--- src/cmdtok_pkg.sv ---
// Shared types and constants for the command tokenizer decoder.
// No dependencies; imported by every module of the block.
package cmdtok_pkg;

    localparam logic [7:0] CHAR_END   = 8'd0;
    localparam logic [7:0] CHAR_SPACE = 8'd32;
    localparam logic [7:0] CHAR_ZERO  = 8'h30;
    localparam logic [7:0] CHAR_X     = 8'h78;
    localparam logic [7:0] CHAR_UPPER_A = 8'h41;
    localparam logic [31:0] HEX_ALPHA_OFFSET = 32'd55;

    localparam int KW_COUNT = 3;

    typedef enum logic [1:0] {
        KIND_KEYWORD = 2'd0,
        KIND_NUMBER  = 2'd1,
        KIND_STRING  = 2'd2,
        KIND_NONE    = 2'd3
    } token_kind_t;

    typedef enum logic [1:0] {
        KW_LOAD  = 2'd0,
        KW_STORE = 2'd1,
        KW_RESET = 2'd2
    } keyword_code_t;

    typedef enum logic [1:0] {
        PH_DELIM = 2'b01,
        PH_TOKEN = 2'b10
    } scan_phase_t;

    typedef struct packed {
        logic [1:0]  token_kind;
        logic [1:0]  keyword_code;
        logic [31:0] number_value;
        logic [1:0]  token_index;
        logic [7:0]  token_start;
        logic [7:0]  token_length;
        logic [1:0]  tokens_found;
        logic        message_end;
    } result_t;

    function automatic logic [7:0] kw_len(input logic [1:0] k);
        logic [7:0] len;
        unique case (k)
            KW_LOAD:  len = 8'd4;
            KW_STORE: len = 8'd5;
            KW_RESET: len = 8'd5;
            default:  len = 8'd0;
        endcase
        return len;
    endfunction

    function automatic logic [7:0] kw_char(input logic [1:0] k, input logic [2:0] i);
        logic [39:0] text;
        unique case (k)
            KW_LOAD:  text = {8'h00, "daol"};
            KW_STORE: text = "erots";
            KW_RESET: text = "teser";
            default:  text = 40'd0;
        endcase
        return (i < 3'd5) ? text[i*8 +: 8] : 8'd0;
    endfunction

endpackage

--- src/cmdtok_scan.sv ---
// Scanner state and per-byte decode of the command tokenizer.
// Depends on cmdtok_pkg.
module cmdtok_scan #(
    parameter int MAX_TOKENS        = 3,
    parameter int MAX_MESSAGE_BYTES = 256
) (
    input  logic                aclk,
    input  logic                aresetn,
    input  logic                take,
    input  logic [7:0]          char_code,
    output logic                res_valid,
    output cmdtok_pkg::result_t res
);
    import cmdtok_pkg::*;

    localparam logic [7:0] POS_LAST  = 8'(MAX_MESSAGE_BYTES - 1);
    localparam logic [1:0] TOK_LIMIT = 2'(MAX_TOKENS);

    scan_phase_t phase_reg, phase_next;
    logic [7:0]  pos_reg, pos_next;
    logic [1:0]  count_reg, count_next;
    logic [7:0]  start_reg, start_next;
    logic [7:0]  len_reg, len_next;
    logic [2:0]  kw_reg, kw_next;
    logic        hex_reg, hex_next;
    logic [31:0] acc_reg, acc_next;

    result_t     token_res;
    logic [7:0]  feed_len;
    logic [2:0]  feed_kw;
    logic        feed_hex;
    logic [31:0] feed_acc;
    logic [31:0] digit;
    logic        found;

    // classify the token held in state
    always_comb begin
        token_res = '0;
        token_res.token_kind = KIND_STRING;
        found = 1'b0;
        for (int k = 0; k < KW_COUNT; k++) begin
            if (!found && kw_reg[k] && len_reg == kw_len(2'(k))) begin
                found = 1'b1;
                token_res.token_kind = KIND_KEYWORD;
                token_res.keyword_code = 2'(k);
            end
        end
        if (!found && hex_reg && len_reg >= 8'd3) begin
            token_res.token_kind = KIND_NUMBER;
            token_res.number_value = acc_reg;
        end
        token_res.token_index = count_reg - 2'd1;
        token_res.token_start = start_reg;
        token_res.token_length = len_reg;
        token_res.tokens_found = count_reg;
    end

    // feed one byte into the token state
    always_comb begin
        logic       fresh;
        logic [7:0] base_len;
        logic [2:0] base_kw;
        logic       base_hex;
        logic [31:0] base_acc;
        fresh    = (phase_reg == PH_DELIM);
        base_len = fresh ? 8'd0 : len_reg;
        base_kw  = fresh ? 3'b111 : kw_reg;
        base_hex = fresh ? 1'b1 : hex_reg;
        base_acc = fresh ? 32'd0 : acc_reg;

        for (int k = 0; k < KW_COUNT; k++) begin
            feed_kw[k] = base_kw[k] && (base_len < kw_len(2'(k)))
                         && (kw_char(2'(k), base_len[2:0]) == char_code);
        end

        digit = (char_code < CHAR_UPPER_A) ? ({24'd0, char_code} - {24'd0, CHAR_ZERO})
                                           : ({24'd0, char_code} - HEX_ALPHA_OFFSET);
        feed_hex = base_hex;
        feed_acc = base_acc;
        if (base_hex) begin
            priority if (base_len == 8'd0) begin
                feed_hex = (char_code == CHAR_ZERO);
            end else if (base_len == 8'd1) begin
                feed_hex = (char_code == CHAR_X);
            end else if (base_len <= 8'd5) begin
                feed_acc = {base_acc[27:0], 4'd0} | digit;
            end else begin
                feed_hex = 1'b0;
            end
        end
        feed_len = (base_len == 8'hFF) ? base_len : base_len + 8'd1;
    end

    always_comb begin
        phase_next = phase_reg;
        pos_next   = pos_reg;
        count_next = count_reg;
        start_next = start_reg;
        len_next   = len_reg;
        kw_next    = kw_reg;
        hex_next   = hex_reg;
        acc_next   = acc_reg;
        res_valid  = 1'b0;
        res        = token_res;

        if (char_code == CHAR_END) begin
            res_valid = 1'b1;
            if (phase_reg == PH_TOKEN) begin
                res.message_end = 1'b1;
            end else begin
                res = '0;
                res.token_kind = KIND_NONE;
                res.tokens_found = count_reg;
                res.message_end = 1'b1;
            end
            phase_next = PH_DELIM;
            pos_next   = 8'd0;
            count_next = 2'd0;
            start_next = 8'd0;
            len_next   = 8'd0;
            kw_next    = 3'b111;
            hex_next   = 1'b1;
            acc_next   = 32'd0;
        end else begin
            if (pos_reg < POS_LAST) begin
                pos_next = pos_reg + 8'd1;
            end
            if (char_code == CHAR_SPACE) begin
                if (phase_reg == PH_TOKEN) begin
                    res_valid  = 1'b1;
                    phase_next = PH_DELIM;
                end
            end else if (phase_reg == PH_TOKEN || count_reg < TOK_LIMIT) begin
                if (phase_reg == PH_DELIM) begin
                    count_next = count_reg + 2'd1;
                    start_next = pos_reg;
                    phase_next = PH_TOKEN;
                end
                len_next = feed_len;
                kw_next  = feed_kw;
                hex_next = feed_hex;
                acc_next = feed_acc;
            end
        end
    end

    always_ff @(posedge aclk) begin
        if (!aresetn) begin
            phase_reg <= PH_DELIM;
            pos_reg   <= 8'd0;
            count_reg <= 2'd0;
            start_reg <= 8'd0;
            len_reg   <= 8'd0;
            kw_reg    <= 3'b111;
            hex_reg   <= 1'b1;
            acc_reg   <= 32'd0;
        end else if (take) begin
            phase_reg <= phase_next;
            pos_reg   <= pos_next;
            count_reg <= count_next;
            start_reg <= start_next;
            len_reg   <= len_next;
            kw_reg    <= kw_next;
            hex_reg   <= hex_next;
            acc_reg   <= acc_next;
        end
    end

endmodule

--- src/cmdtok_out_reg.sv ---
// Result register of the command tokenizer: holds one result until taken.
// Depends on cmdtok_pkg.
module cmdtok_out_reg (
    input  logic                aclk,
    input  logic                aresetn,
    input  logic                load,
    input  cmdtok_pkg::result_t load_data,
    output logic                free,
    output logic                m_valid,
    input  logic                m_ready,
    output cmdtok_pkg::result_t data
);
    import cmdtok_pkg::*;

    logic    valid_reg, valid_next;
    result_t data_reg;

    assign free       = !valid_reg || m_ready;
    assign valid_next = load || (valid_reg && !m_ready);
    assign m_valid    = valid_reg;
    assign data       = data_reg;

    always_ff @(posedge aclk) begin
        if (!aresetn) begin
            valid_reg <= 1'b0;
        end else begin
            valid_reg <= valid_next;
        end
    end

    always_ff @(posedge aclk) begin
        if (load) begin
            data_reg <= load_data;
        end
    end

endmodule

--- src/command_tokenizer_decoder.sv ---
// Command tokenizer decoder top level: byte input, token result output.
// Depends on cmdtok_pkg, cmdtok_scan and cmdtok_out_reg.
//
// Usage:
//   Input channel s_*: one message byte per request; 32 separates tokens,
//   0 ends the message. Output channel m_*: one result per finished token
//   (keyword, number or string); a message end gives one result, the
//   open token's if any. Other spaces, ignored bytes and bytes inside a
//   token give none. Throughput: one byte per cycle unless stalled.
//   A closing byte's result shows on m_* in the cycle after acceptance.
//   Scanner state advances at acceptance; the result register sits
//   between scanner and m_*, so s_ready stays high while the held result
//   is being taken in the same cycle.
//   When the receiver stalls with a result held, s_ready drops and the
//   block holds all state until m_ready returns.
//   Reset (aresetn low, synchronous) empties the result register and
//   returns the scanner to the start of a message.
module command_tokenizer_decoder #(
    parameter int MAX_TOKENS        = 3,
    parameter int MAX_MESSAGE_BYTES = 256
) (
    input  logic        aclk,
    input  logic        aresetn,
    input  logic        s_valid,
    output logic        s_ready,
    input  logic [7:0]  s_char_code,
    output logic        m_valid,
    input  logic        m_ready,
    output logic [1:0]  m_token_kind,
    output logic [1:0]  m_keyword_code,
    output logic [31:0] m_number_value,
    output logic [1:0]  m_token_index,
    output logic [7:0]  m_token_start,
    output logic [7:0]  m_token_length,
    output logic [1:0]  m_tokens_found,
    output logic        m_message_end
);
    import cmdtok_pkg::*;

    logic    take;
    logic    res_valid;
    logic    free;
    result_t res;
    result_t held;

    assign s_ready = free;
    assign take    = s_valid && free;

    cmdtok_scan #(
        .MAX_TOKENS        (MAX_TOKENS),
        .MAX_MESSAGE_BYTES (MAX_MESSAGE_BYTES)
    ) u_scan (
        .aclk      (aclk),
        .aresetn   (aresetn),
        .take      (take),
        .char_code (s_char_code),
        .res_valid (res_valid),
        .res       (res)
    );

    cmdtok_out_reg u_out (
        .aclk      (aclk),
        .aresetn   (aresetn),
        .load      (take && res_valid),
        .load_data (res),
        .free      (free),
        .m_valid   (m_valid),
        .m_ready   (m_ready),
        .data      (held)
    );

    assign m_token_kind   = held.token_kind;
    assign m_keyword_code = held.keyword_code;
    assign m_number_value = held.number_value;
    assign m_token_index  = held.token_index;
    assign m_token_start  = held.token_start;
    assign m_token_length = held.token_length;
    assign m_tokens_found = held.tokens_found;
    assign m_message_end  = held.message_end;

endmodule
--- config.mk ---
export PLATFORM = sky130hd
export DESIGN_NAME = command_tokenizer_decoder
export DESIGN_NICKNAME = d
export VERILOG_FILES = /design/src/cmdtok_pkg.sv /design/src/cmdtok_scan.sv /design/src/cmdtok_out_reg.sv /design/src/command_tokenizer_decoder.sv
export SDC_FILE = /design/constraint.sdc
export NUM_CORES = 1
export LEC_CHECK = 0
export BUFFER_PORTS_ARGS = -buffer_cell sky130_fd_sc_hd__buf_2
export CORE_AREA = 3 3 157 159
export DETAILED_ROUTE_END_ITERATION = 12
export DIE_AREA = 0 0 160 162
export HOLD_SLACK_MARGIN = 0.15
export PLACE_DENSITY = 0.51
export SLEW_MARGIN = 20
export SYNTH_ARGS = -nofsm -noshare
export SYNTH_HDL_FRONTEND = slang
export SYNTH_SLANG_ARGS = --single-unit
--- constraint.sdc ---
create_clock -name aclk -period 9.35 [get_ports aclk]
set_input_delay 1.87 -clock aclk [delete_from_list [all_inputs] [get_ports aclk]]
set_output_delay 1.87 -clock aclk [all_outputs]
set_load 0.005 [all_outputs]
==> Yosys cells after proc, flatten, opt, wreduce, memory -nomap -nowiden <==
Index checks and enable logic that the tools add are counted.
{ "classes": {"n_addsub": 6, "mul": 0, "div_mod_pow": 0, "order_cmp": 8, "eq_ne": 14, "shifts": 3, "muxes": 57, "bitwise_logic": 1, "reduce_logical": 35} }
{ "op_table": {"columns": ["cell", "count"], "rows": [
  ["$mux 32", 10],
  ["$shiftx 40x7->8 const A", 3],
  ["$mux 8", 14],
  ["$mux 57", 1],
  ["$mux 56", 1],
  ["$or 32x32->32", 1],
  ["$eq 8x8->1", 3],
  ["$mux 2", 10],
  ["$sub 8x6->9 const B", 2],
  ["$add 8x1->8 const B", 2],
  ["$eq 8x3->1 const B", 2],
  ["$eq 8x6->1 const B", 2],
  ["$logic_and 1x1->1", 16],
  ["$logic_not 8->1", 2],
  ["$lt 8x3->1 const B", 2],
  ["$mux 1", 14],
  ["$mux 3", 4],
  ["$mux 4", 3],
  ["$eq 8x1->1 const B", 1],
  ["$eq 8x7->1 const B", 1],
  ["$eq 8x8->1 const B", 1],
  ["$ge 8x2->1 const B", 1],
  ["$le 8x3->1 const B", 1],
  ["$lt 8x7->1 const B", 1],
  ["16 further kinds", 26]
]} }
{ "totals": {"ff_bits": 122, "latchBits": 0, "mem_bits_rw": 0, "romBits": 0, "input_bits": 12, "output_inout_bits": 59, "elab_cells": 141, "mem_count": 0} }

==> Depth between registers and ports, before layout <==
{ "depth": {"word_depth": 17, "depth_mapped": 13, "mapped_depth_nobuf": 10} }

==> Hierarchy <==
A second synthesis with hierarchy kept.
{ "hier_totals": {"hier_cells": 643, "area_unflattened_um2": 6188.4} }
{ "by_module_without_submodules": {"columns": ["mod", "n_inst", "cells_each", "area_per_inst_um2", "seq_area_each_um2"], "rows": [
  ["cmdtok_scan", 1, 580, 4415.5, 1281.2],
  ["cmdtok_out_reg", 1, 61, 1760.4, 1731.7],
  ["command_tokenizer_decoder", 1, 2, 12.5, 0.0]
]} }

==> Worst setup path after synthesis <==
OpenSTA, ideal clock, no wires.
{ "synth_path": {"kind": "input to register", "from": "input port s_char_code[0]", "to": "register u_out.data_reg (netlist bit u_out.data[0]), enable pin", "setup_ns": 0.495, "arrival_time_ns": 5.784, "required_time_ns": 8.855, "path_slack_ns": 3.071, "path_stages": 7, "n_path_buf": 1, "cell_sequence": "clkbuf_1 inv_1 ha_1 nor4b_2 and2_1 nand3_1 a21oi_1"} }
{ "synth_between": {"elab_chain_cells": 4, "elab_cells_between_ends": 5, "classes_between": "eq/ne: 1; mux: 2; reduce/logical: 2"} }
{ "synth_rtl": {"columns": ["item", "line_no", "rtl"], "rows": [
  ["start, declared", "command_tokenizer_decoder.sv:26", "input logic [7:0] s_char_code,"],
  ["$eq 8x6->1", "cmdtok_scan.sv:128", "if (char_code == CHAR_SPACE) begin"],
  ["$mux 1", "cmdtok_scan.sv:128", null],
  ["$mux 1 *", "cmdtok_scan.sv:106", "if (char_code == CHAR_END) begin"],
  ["$logic_and 1x1->1 *", "command_tokenizer_decoder.sv:64", ".load (take && res_valid),"],
  ["via u_out.load", "cmdtok_out_reg.sv:6", "input logic load,"],
  ["end signal, assigned", "cmdtok_out_reg.sv:33", "data_reg <= load_data;"],
  ["end, declared", "cmdtok_out_reg.sv:16", "result_t data_reg;"]
]} }
Mark *: on every way through the listed nets, which the timed path passes. The rest lies on a longest branch.
A chain may end at the register's enable or synchronous reset.

==> Worst setup path in the final report <==
{ "layout_path": {"from": "input port s_char_code[0]", "to": "register u_out.data_reg (netlist bit u_out.data[47]), enable pin"} }
Same word-level chain as after synthesis.

==> metrics.yaml <==
run_status: "finished clean"
hold_path_startpoint: "u_scan.count_reg[1]"
worstSetupEndpointType: "register"
clk_pin_slew_ns: 0.06
drt_first_pass_iters: 4
largest_register_ffs: 57
ff2ff_setup_slack_ns: 5.94
critPathSlowestCell: "a21oi_4"
synth_cells: 623
viasPerCell: 4.86
finalSetupTns_ns: 0
wl_mm: 16.6
crit_family: "buffers and inverters"
grt-ovfl-total: 0
postCtsHoldBufs: 0
rows: 56
synthesis.area_um2: 6300
layout-drive-gt1-share_pct: 23.3
ys_seq_area_share_pct: 47.8
cts_resized: 0
ys_warn_count: 0
path_max_fanout: 41
drc_errors: 0
critPathLaunchType: "input pin"
synth_edf_count: 57
max-slew-margin-rel_pct: 48.4
timing.rr.end: "u_scan.acc_reg[17]"
finalCritPeriodShare_pct: 46.8
synth_area_per_cell_um2: 10.1
slew_viol_final: 0
crit_chain: "buf_2 -> inv_1 -> ha_1 -> nor4b_2 -> and2_1 -> nand3_1 -> a21oi_4 -> buf_4"
crit_required_ns: 9.40
synth.largest_area_cell: "edfxtp_1"
start_util_pct: 26.9
fillCellCount: 2427
drt_iter0_markers: 332
core-area_um2: 23400
post-cts-setup-buffer-count: 0
setup_violations: 0
power_per_cell_area_nw_per_um2: 179
synth_top_area_share_pct: 27.2
routedWlPerCell_um: 16.3
num_vias: 4932
antenna_cells: 0
drv_cap: 0
critPathKind: "in2reg"
worst_clock_skew_ns: 0.00793
die-area_um2: 25900
reg2reg_from: "u_scan.phase_reg[1]"
hold-path-cell-count: 0
antenna_found_initial: 0
fin_crit_ns: 4.38
place_area_um2: 6970
synth-main-ff-cell: "dfxtp_1"
grt_pass1_wl_mm: 26.9
cts_num_sinks: 122
grt_pass1_vias: 4821
ant_nets: 0
cp.arrival_ns: 4.43
clockRootBuffer: "clkbuf_16"
numCtsBuffers: 17
hold_class: "reg2reg"
port_buffers: 70
tritoncts: "built"
min_to: "u_out.data[2]"
synthArstFlopShare_pct: 0
h-tree-depth: 4
p_leak_nw: 2.93
hold_violations: 0
synth.distinct_cells: 71
tightest_slew_ns: 0.770
grt_use_total_pct: 12.9
routabilityCongestion: 0.853
path_buf_inv: 3
synth.area.top_cells: "edfxtp_1, dfxtp_1, and2_1"
grt_max_degree: 46
synth-seq-cells: 122
clk_latency_ns: 0.42
clk_path_buf_depth: 2
syn_to_final_growth_pct: 20.5
cpPeakStageDelay_ns: 0.66
grt_setup_unrepaired: "false"
fmax_mhz: 229
ios: 71
ir_drop_mv: 0.113
fin_nets: 710
die_h_um: 162
reg2reg_depth: 12
dp_hpwl_mm: 11.3
die_w_um: 160
final_area_um2: 7590
syn_nets: 651
-- worst register-to-register path, cell delays in order, from the launching register on --
cell and delay, ns:
dfxtp_1 0.41, nand2b_1 0.13, buf_4 0.44, nand2_1 0.26, inv_1 0.22, ha_1 0.24
nor3b_1 0.08, o21ai_2 0.24, nand4b_4 0.44, nor4_4 0.29, buf_4 0.31, a221oi_1 0.10
nor3_1 0.18
-- cells in the final DEF, fill, tap and decap left out, types with 8 or more instances in the layout --
cell type and n:
buf_2 70, dfxtp_1 65, edfxtp_1 57, nor2_1 52, and2_1 49, a21oi_1 42
nand2_1 34, o21ai_0 24, a31oi_1 19, nor3_1 18, clkbuf_16 18, inv_1 17
ha_1 16, xnor2_1 12, nand3_1 11, nor3_2 11, nand2b_1 10, mux2_4 10
a221oi_2 10, a22oi_1 10, o21ai_1 10, xor2_1 9, nor2b_1 8
-- metrics by stage --
stage / total power [mW] / utilization [%] / setup slack, ns / std cells / hold slack (ns)
6_report: 1.36 / 32.4 / 4.97 / 1014 / 0.477
3_5_place_dp: 0.702 / 29.8 / 4.57 / 981 / 0.466
4_1_cts: 1.37 / 32.4 / 5.00 / 1013 / 0.479
3_3_place_gp: 0.703 / 29.8 / 4.65 / 981 / 0.467
2_1_floorplan: 0.669 / - / 3.07 / 623 / 0.435
5_1_grt: 1.41 / 32.4 / 4.78 / 1014 / 0.502
-- metal layers --
metal  GRT usage, %  vias to the layer above  routed length [um]
li1               -                     2414                   -
met1           17.3                     2362                7770
met2           20.2                      123                7600
met3           2.88                       33                 801
met4           5.09                        0                 398
met5              0                        -                   0
-- power breakdown --
| part | switching [mW] | total, mW | internal (mW) |
|---|---|---|---|
| logic | 0.0809 | 0.122 | 0.0407 |
| clock network | 0.249 | 0.666 | 0.417 |
| registers | 0.00865 | 0.571 | 0.562 |
| total | 0.339 | 1.36 | 1.02 |
-- worst max-delay path by stage --
stage / to / start / slack, ns / cells past startpoint
CTS: u_out.data[41] / s_char_code[0] / 5.00 / 8
floorplan: u_out.data[0] / s_char_code[0] / 3.07 / 7
global route: u_out.data[47] / s_char_code[0] / 4.78 / 7
finish: u_out.data[47] / s_char_code[0] / 4.97 / 8
detailed placement: u_out.data[48] / s_char_code[0] / 4.57 / 7
global placement: u_out.data[47] / s_char_code[0] / 4.65 / 8
-- kinds of logic (layout without fill, tap and decap cells) --
logic type | after synthesis | count (layout) | share of synthesized area, %
xor gates and xnor gates | 21 | 21 | 2.92
adders and majority gates | 16 | 16 | 3.18
muxes | 21 | 21 | 4.29
buffers and inverters | 56 | 128 | 3.68
DFF | 122 | 122 | 47.8
AOI/OAI and AO/OA | 163 | 163 | 18.0
and+or+nand+nor | 224 | 224 | 20.0
-- cell type report --
cell class | count | area [um^2] | share of cell area, %
Multi-Input combinational cell | 445 | 3090 | 40.7
Sequential cell | 122 | 3010 | 39.7
Clock buffer | 20 | 468 | 6.17
Timing Repair Buffer | 78 | 418 | 5.51
Tap cell | 319 | 399 | 5.26
Clock inverter | 12 | 135 | 1.78
Inverter | 18 | 67.6 | 0.890
-- synthesized netlist by cell type, types with 2 or more instances --
| cell type | number |
|---|---|
| nor3_2 | 11 |
| a21oi_1 | 43 |
| a221oi_1 | 7 |
| o32ai_1 | 2 |
| buf_1 | 3 |
| a221oi_2 | 10 |
| nand2_1 | 34 |
| a32o_1 | 2 |
| o21ai_1 | 11 |
| a31oi_1 | 19 |
| nor2_1 | 52 |
| mux2_4 | 10 |
| nor3b_1 | 4 |
| inv_1 | 17 |
| o21ai_2 | 3 |
| and2_1 | 49 |
| ha_1 | 16 |
| buf_6 | 2 |
| mux2i_1 | 3 |
| o21ai_0 | 24 |
| xor2_1 | 9 |
| mux2_2 | 7 |
| a41oi_1 | 2 |
| a2111oi_1 | 2 |
| dfxtp_1 | 65 |
| o211ai_1 | 4 |
| nand3b_1 | 2 |
| xnor2_1 | 12 |
| o22ai_1 | 3 |
| edfxtp_1 | 57 |
| nand3_1 | 11 |
| nand2b_1 | 10 |
| a22oi_1 | 10 |
| a211oi_1 | 4 |
| nor2b_1 | 8 |
| o22a_1 | 2 |
| nand4_1 | 5 |
| clkbuf_1 | 28 |
| and3_1 | 7 |
| buf_2 | 5 |
| nor3_1 | 18 |
Note: power is estimated with default switching activity, not from simulation.
